## src/design/fpa_pkg.sv

```systemverilog
`default_nettype none
// ----------------------------------------------------------------------------
// fpa_pkg
// Types and constants shared by the fixed-point atan2 pipeline.
// ----------------------------------------------------------------------------
package fpa_pkg;

   localparam int unsigned QuoBits = 31;   // a = lo*2^30/hi lies in 0..2^30

   localparam logic signed [31:0] Coef0 = 32'sd26670445;
   localparam logic signed [31:0] Coef1 = 32'sd200557900;
   localparam logic signed [31:0] Coef2 = -32'sd101043000;
   localparam logic signed [31:0] Coef3 = -32'sd356654600;
   localparam logic signed [31:0] RadToBrad = 32'sd21361559;

   localparam logic signed [15:0] QuarterTurn = 16'sd8192;
   localparam logic signed [15:0] HalfTurn    = 16'sd16384;

   // Octant and sign information that rides along with each word.
   typedef struct packed {
      logic steep;
      logic x_neg;
      logic y_neg;
      logic origin;
   } side_type;

endpackage
`default_nettype wire

```

## src/design/fpa_div.sv

```systemverilog
`default_nettype none
// ----------------------------------------------------------------------------
// fpa_div
// Restoring divider, one quotient bit per register stage: a = lo*2^30 / hi.
// ----------------------------------------------------------------------------
module fpa_div (
   input  wire logic                       clock,
   input  wire logic                       reset,
   input  wire logic                       advance,
   input  wire logic                       in_valid,
   input  wire logic [30:0]                in_lo,
   input  wire logic [30:0]                in_hi,
   input  wire fpa_pkg::side_type          in_side,
   output logic                            out_valid,
   output logic [fpa_pkg::QuoBits-1:0]     out_quo,
   output fpa_pkg::side_type               out_side
);
   localparam int unsigned N = fpa_pkg::QuoBits;

   logic [30:0]     rem_ff  [N];
   logic [30:0]     hi_ff   [N];
   logic [N-1:0]    quo_ff  [N];
   fpa_pkg::side_type side_ff [N];
   logic [N-1:0]    vld_ff;

   for (genvar k = 0; k < N; k++) begin : g_step
      logic [31:0]   trial;
      logic [32:0]   diff;
      logic [30:0]   hi_src;
      logic [N-1:0]  quo_src;
      fpa_pkg::side_type side_src;
      logic          vld_src;

      // The first step compares lo itself; later steps shift in a zero bit.
      if (k == 0) begin : g_first
         assign trial    = {1'b0, in_lo};
         assign hi_src   = in_hi;
         assign quo_src  = '0;
         assign side_src = in_side;
         assign vld_src  = in_valid;
      end else begin : g_next
         assign trial    = {rem_ff[k-1], 1'b0};
         assign hi_src   = hi_ff[k-1];
         assign quo_src  = quo_ff[k-1];
         assign side_src = side_ff[k-1];
         assign vld_src  = vld_ff[k-1];
      end

      assign diff = {1'b0, trial} - {2'b00, hi_src};

      always_ff @(posedge clock) begin
         if (reset) begin
            vld_ff[k] <= 1'b0;
         end else if (advance) begin
            vld_ff[k] <= vld_src;
         end
      end

      always_ff @(posedge clock) begin
         if (advance) begin
            rem_ff[k]  <= diff[32] ? trial[30:0] : diff[30:0];
            quo_ff[k]  <= {quo_src[N-2:0], ~diff[32]};
            hi_ff[k]   <= hi_src;
            side_ff[k] <= side_src;
         end
      end
   end

   assign out_valid = vld_ff[N-1];
   assign out_quo   = quo_ff[N-1];
   assign out_side  = side_ff[N-1];

endmodule
`default_nettype wire

```

## config.mk

```make
export PLATFORM = sky130hd
export DESIGN_NAME = fpa_div
export DESIGN_NICKNAME = d
export VERILOG_FILES = /design/src/design/fpa_pkg.sv /design/src/design/fpa_div.sv
export SDC_FILE = /design/constraint.sdc
export NUM_CORES = 2
export LEC_CHECK = 0
export BUFFER_PORTS_ARGS = -buffer_cell sky130_fd_sc_hd__buf_2
export CORE_MARGIN = 3
export CORE_UTILIZATION = 60
export DETAILED_ROUTE_END_ITERATION = 8
export PLACE_DENSITY = 0.72
export SYNTH_ARGS = -nofsm -noshare
export SYNTH_HDL_FRONTEND = slang
export SYNTH_SLANG_ARGS = --single-unit
```

## constraint.sdc

```tcl
create_clock -name clock -period 8.9 [get_ports clock]
set_clock_uncertainty 0.2 [all_clocks]
set_input_delay 1.335 -clock clock [delete_from_list [all_inputs] [get_ports clock]]
set_output_delay 1.335 -clock clock [all_outputs]
set_load 0.005 [all_outputs]
```

==> impl_metrics.csv <==
group,metric,value,unit
run_status,status,"complete, no violations",
critical_path,reg2regPathDepth,12,
power_and_ir_drop,power_density,369,nW/um^2
power_and_ir_drop,p_leak,59.2,nW
timing,fin_setup_tns,0,ns
placement,gp_congestion,0.918,
detailed_routing,drt-wirelength-per-cell,18.4,um
clock_network,cts_sinks,2511,
min_path,worstHoldEndpoint,"quo_ff[0][94]",
grt,grt_pass1_vias,84000,
detailed_routing,drc_errors,0,
timing,slew_violations,0,
grt,grt_overflow,0,
clock_network,clock_latency,0.93,ns
critical_path,crit_fanout,49,
critical_path,critPathArrivalTime,5.21,ns
min_path,min_from,"quo_ff[0][62]",
power_and_ir_drop,pwr-share-comb,0.433,
synth,syn_avg_cell_area,11.8,um^2
final_layout,final_cell_mix,"edfxtp_1 (2480), inv_1 (1148), ha_1 (931)",
die,pin_count,106,
power_and_ir_drop,clkPwrFrac,0.210,
critical_path,timing_worst_setup_path_type,"reg -> reg",
timing,slew_headroom,0.238,
clock_network,cts_tree,"built",
die,initial_core_util,0.604,
detailed_routing,drtPass1Iterations,6,
timing,fmax,210,MHz
grt,grt_pass1_wl,437000,um
clock_network,post_cts_resized,0,
power_and_ir_drop,intPower,34.3,mW
die,die_h,476,um
clock_network,htreeDepth,5,
synth,netlist_instances,11200,
clock_network,clk_pin_slew,0.06,ns
synth,syn_area,133000,um^2
detailed_routing,drtIter0Drc,6598,
detailed_routing,wirelength,268000,um
die,core,220000,um^2
synth,synth_seq_cells,2511,
run,drv_cap,0,
critical_path,r2r-end,"rem_ff[1][430]",
critical_path,crit_required,9.34,ns
timing,finalHoldViolCount,0,
synth,ys_warn_count,0,
synth,synth_nets,12300,
grt,grt_use_total,0.233,
min_path,hold_depth,0,
grt,antenna_found_initial,1,
final_layout,num-nets-final,12500,
timing,setup_violations,0,
timing,tightest_slew,1.14,ns
critical_path,cp-startpoint,"rem_ff[1][372]",
placement,placed_cell_area,137000,um^2
die,die_w,476,um
clock_network,cts_root_buffer,"clkbuf_16",
critical_path,start_kind,"register",
die,rows,172,
power_and_ir_drop,p_sw,19.3,mW
min_path,hold_path_class,"reg -> reg",
power_and_ir_drop,vdd_drop_max,207,uV
placement,post-dp-hpwl,192000,um
clock_network,clock_path_buffers,4,
synth,synth_edf_count,2480,
synth,synth_flop_cell,"edfxtp_1",
detailed_routing,ant_nets,0,
final_layout,area_growth,9.54,%
synth,async_reset_ff_frac,0,
die,dieArea,227000,um^2
clock_network,hold_buffers,0,
final_layout,postLayoutCellArea,145000,um^2
critical_path,r2r_start,"rem_ff[1][372]",
power_and_ir_drop,power_frac_seq,0.356,
placement,port_buffers,105,
timing,rsz0062_at_grt,"no",
power_and_ir_drop,netSwitchingFraction,0.361,
final_layout,layout_commonest_cell,"edfxtp_1",
synth,ys_seq_area_frac,0.565,
timing,post-route-period-util,0.536,
critical_path,regToRegSetupSlack,4.13,ns
critical_path,critPathCaptureType,"register",
clock_network,numCtsBuffers,287,
final_layout,final_layout_size_suffix_gt1_frac,0.0816,
timing,period_minus_slack,4.77,ns
synth,ys_types,114,
clock_network,cts_setup_buffers,0,
detailed_routing,viasPerCell,5.84,
grt,grt_max_degree,185,
detailed_routing,vias,85100,
==> worst max path at each step <==
stage / endpoint / slack [ns] / cells after the start
after floorplan: rem_ff[0][4] / 4.58 / 14
after global placement: rem_ff[0][4] / 3.32 / 14
after detailed placement: rem_ff[0][13] / 3.34 / 15
after CTS: rem_ff[0][315] / 4.15 / 11
after global routing: rem_ff[0][315] / 3.86 / 11
final: rem_ff[1][430] / 4.13 / 12
==> routing by layer <==
layer / GRT usage / up-vias / share of wire / wire length, um
met5: 0 / - / 0 / 0
met4: 0.0573 / 0 / 0.021 / 5760
met3: 0.0340 / 456 / 0.048 / 12700
met2: 0.393 / 2059 / 0.49 / 131000
met1: 0.320 / 41100 / 0.44 / 119000
li1: - / 41500 / - / -
==> cell type report <==
cell class	instances	area (um^2)
Inverter	1153	4330
Antenna cell	2	5.00
Fill cell	16300	74500
Timing Repair Buffer	160	1120
Multi-Input combinational cell	7316	52300
Tap cell	2958	3700
Clock buffer	342	7510
Sequential cell	2511	75100
Clock inverter	149	1400
==> power by group through the flow <==
stage / Combinational, mW / Sequential, mW / Clock, mW
2_1_floorplan: 18.4 / 18.5 / 0
3_3_place_gp: 22.2 / 19.3 / 0
3_5_place_dp: 22.9 / 19.3 / 0
4_1_cts: 23.1 / 19.2 / 11.6
5_1_grt: 26.0 / 19.4 / 12.1
6_report: 23.2 / 19.1 / 11.3
==> metrics by stage <==
step	hold slack [ns]	setup slack (ns)	total power, mW	cells	util
2_1_floorplan	0.200	4.58	36.9	11200	-
3_3_place_gp	0.200	3.32	41.5	14100	0.621
3_5_place_dp	0.205	3.34	42.2	14100	0.621
4_1_cts	0.182	4.15	53.9	14600	0.661
5_1_grt	0.197	3.86	57.5	14600	0.661
6_report	0.188	4.13	53.6	14600	0.661
==> registers in the layout, summed over array words and instances, names as in the netlist <==
signal and flops:
quo_ff 496, hi_ff 930, g_step.vld_src 30, out_valid 1
rem_ff 930, side_ff 124
==> synthesized netlist by cell type, types with 31 or more instances <==
cell type	count	area [um^2]
edfxtp_1	2480	74500
inv_1	1148	4310
ha_1	931	11600
a21oi_1	915	4580
o21ai_0	764	3820
nand2_1	763	2860
nor2_1	600	2250
xnor2_1	484	4240
a21o_1	458	3440
xor2_1	297	2600
mux2_2	279	3140
nand3_1	174	871
nand2b_1	144	901
clkbuf_1	122	458
nor2b_1	114	713
nor3_1	105	526
o21a_1	104	781
o21bai_1	88	661
a31oi_1	83	519
nand4_1	82	513
and3_1	75	469
buf_2	75	375
a211oi_1	73	548
o21ai_1	51	255
o31ai_1	51	383
o211ai_1	50	375
and2_1	48	300
mux2i_1	43	430
or3_1	41	257
dfxtp_1	31	621
==> critical path, stage by stage, from the launching register on <==
cell	delay, ns
edfxtp_1	0.44
fa_1	0.48
a21o_1	0.21
a211oi_1	0.28
o21bai_1	0.17
o31ai_2	0.41
o21ai_1	0.21
a31oi_1	0.34
o21ai_1	0.31
a211oi_2	0.70
nor2_4	0.06
buf_4	0.32
mux2_2	0.35
==> kinds of logic after synthesis <==
logic type,count (synthesis),synth area share
XOR/XNOR,781,0.0515
multiplexers,358,0.0301
AO/OA/AOI/OAI,2950,0.139
AND/OR/NAND/NOR,2266,0.0800
adder cells (fa/ha/maj),961,0.0922
flip-flops,2511,0.565
buffers and inverters,1393,0.0417
No activity file was read; power rests on OpenSTA's default activity.
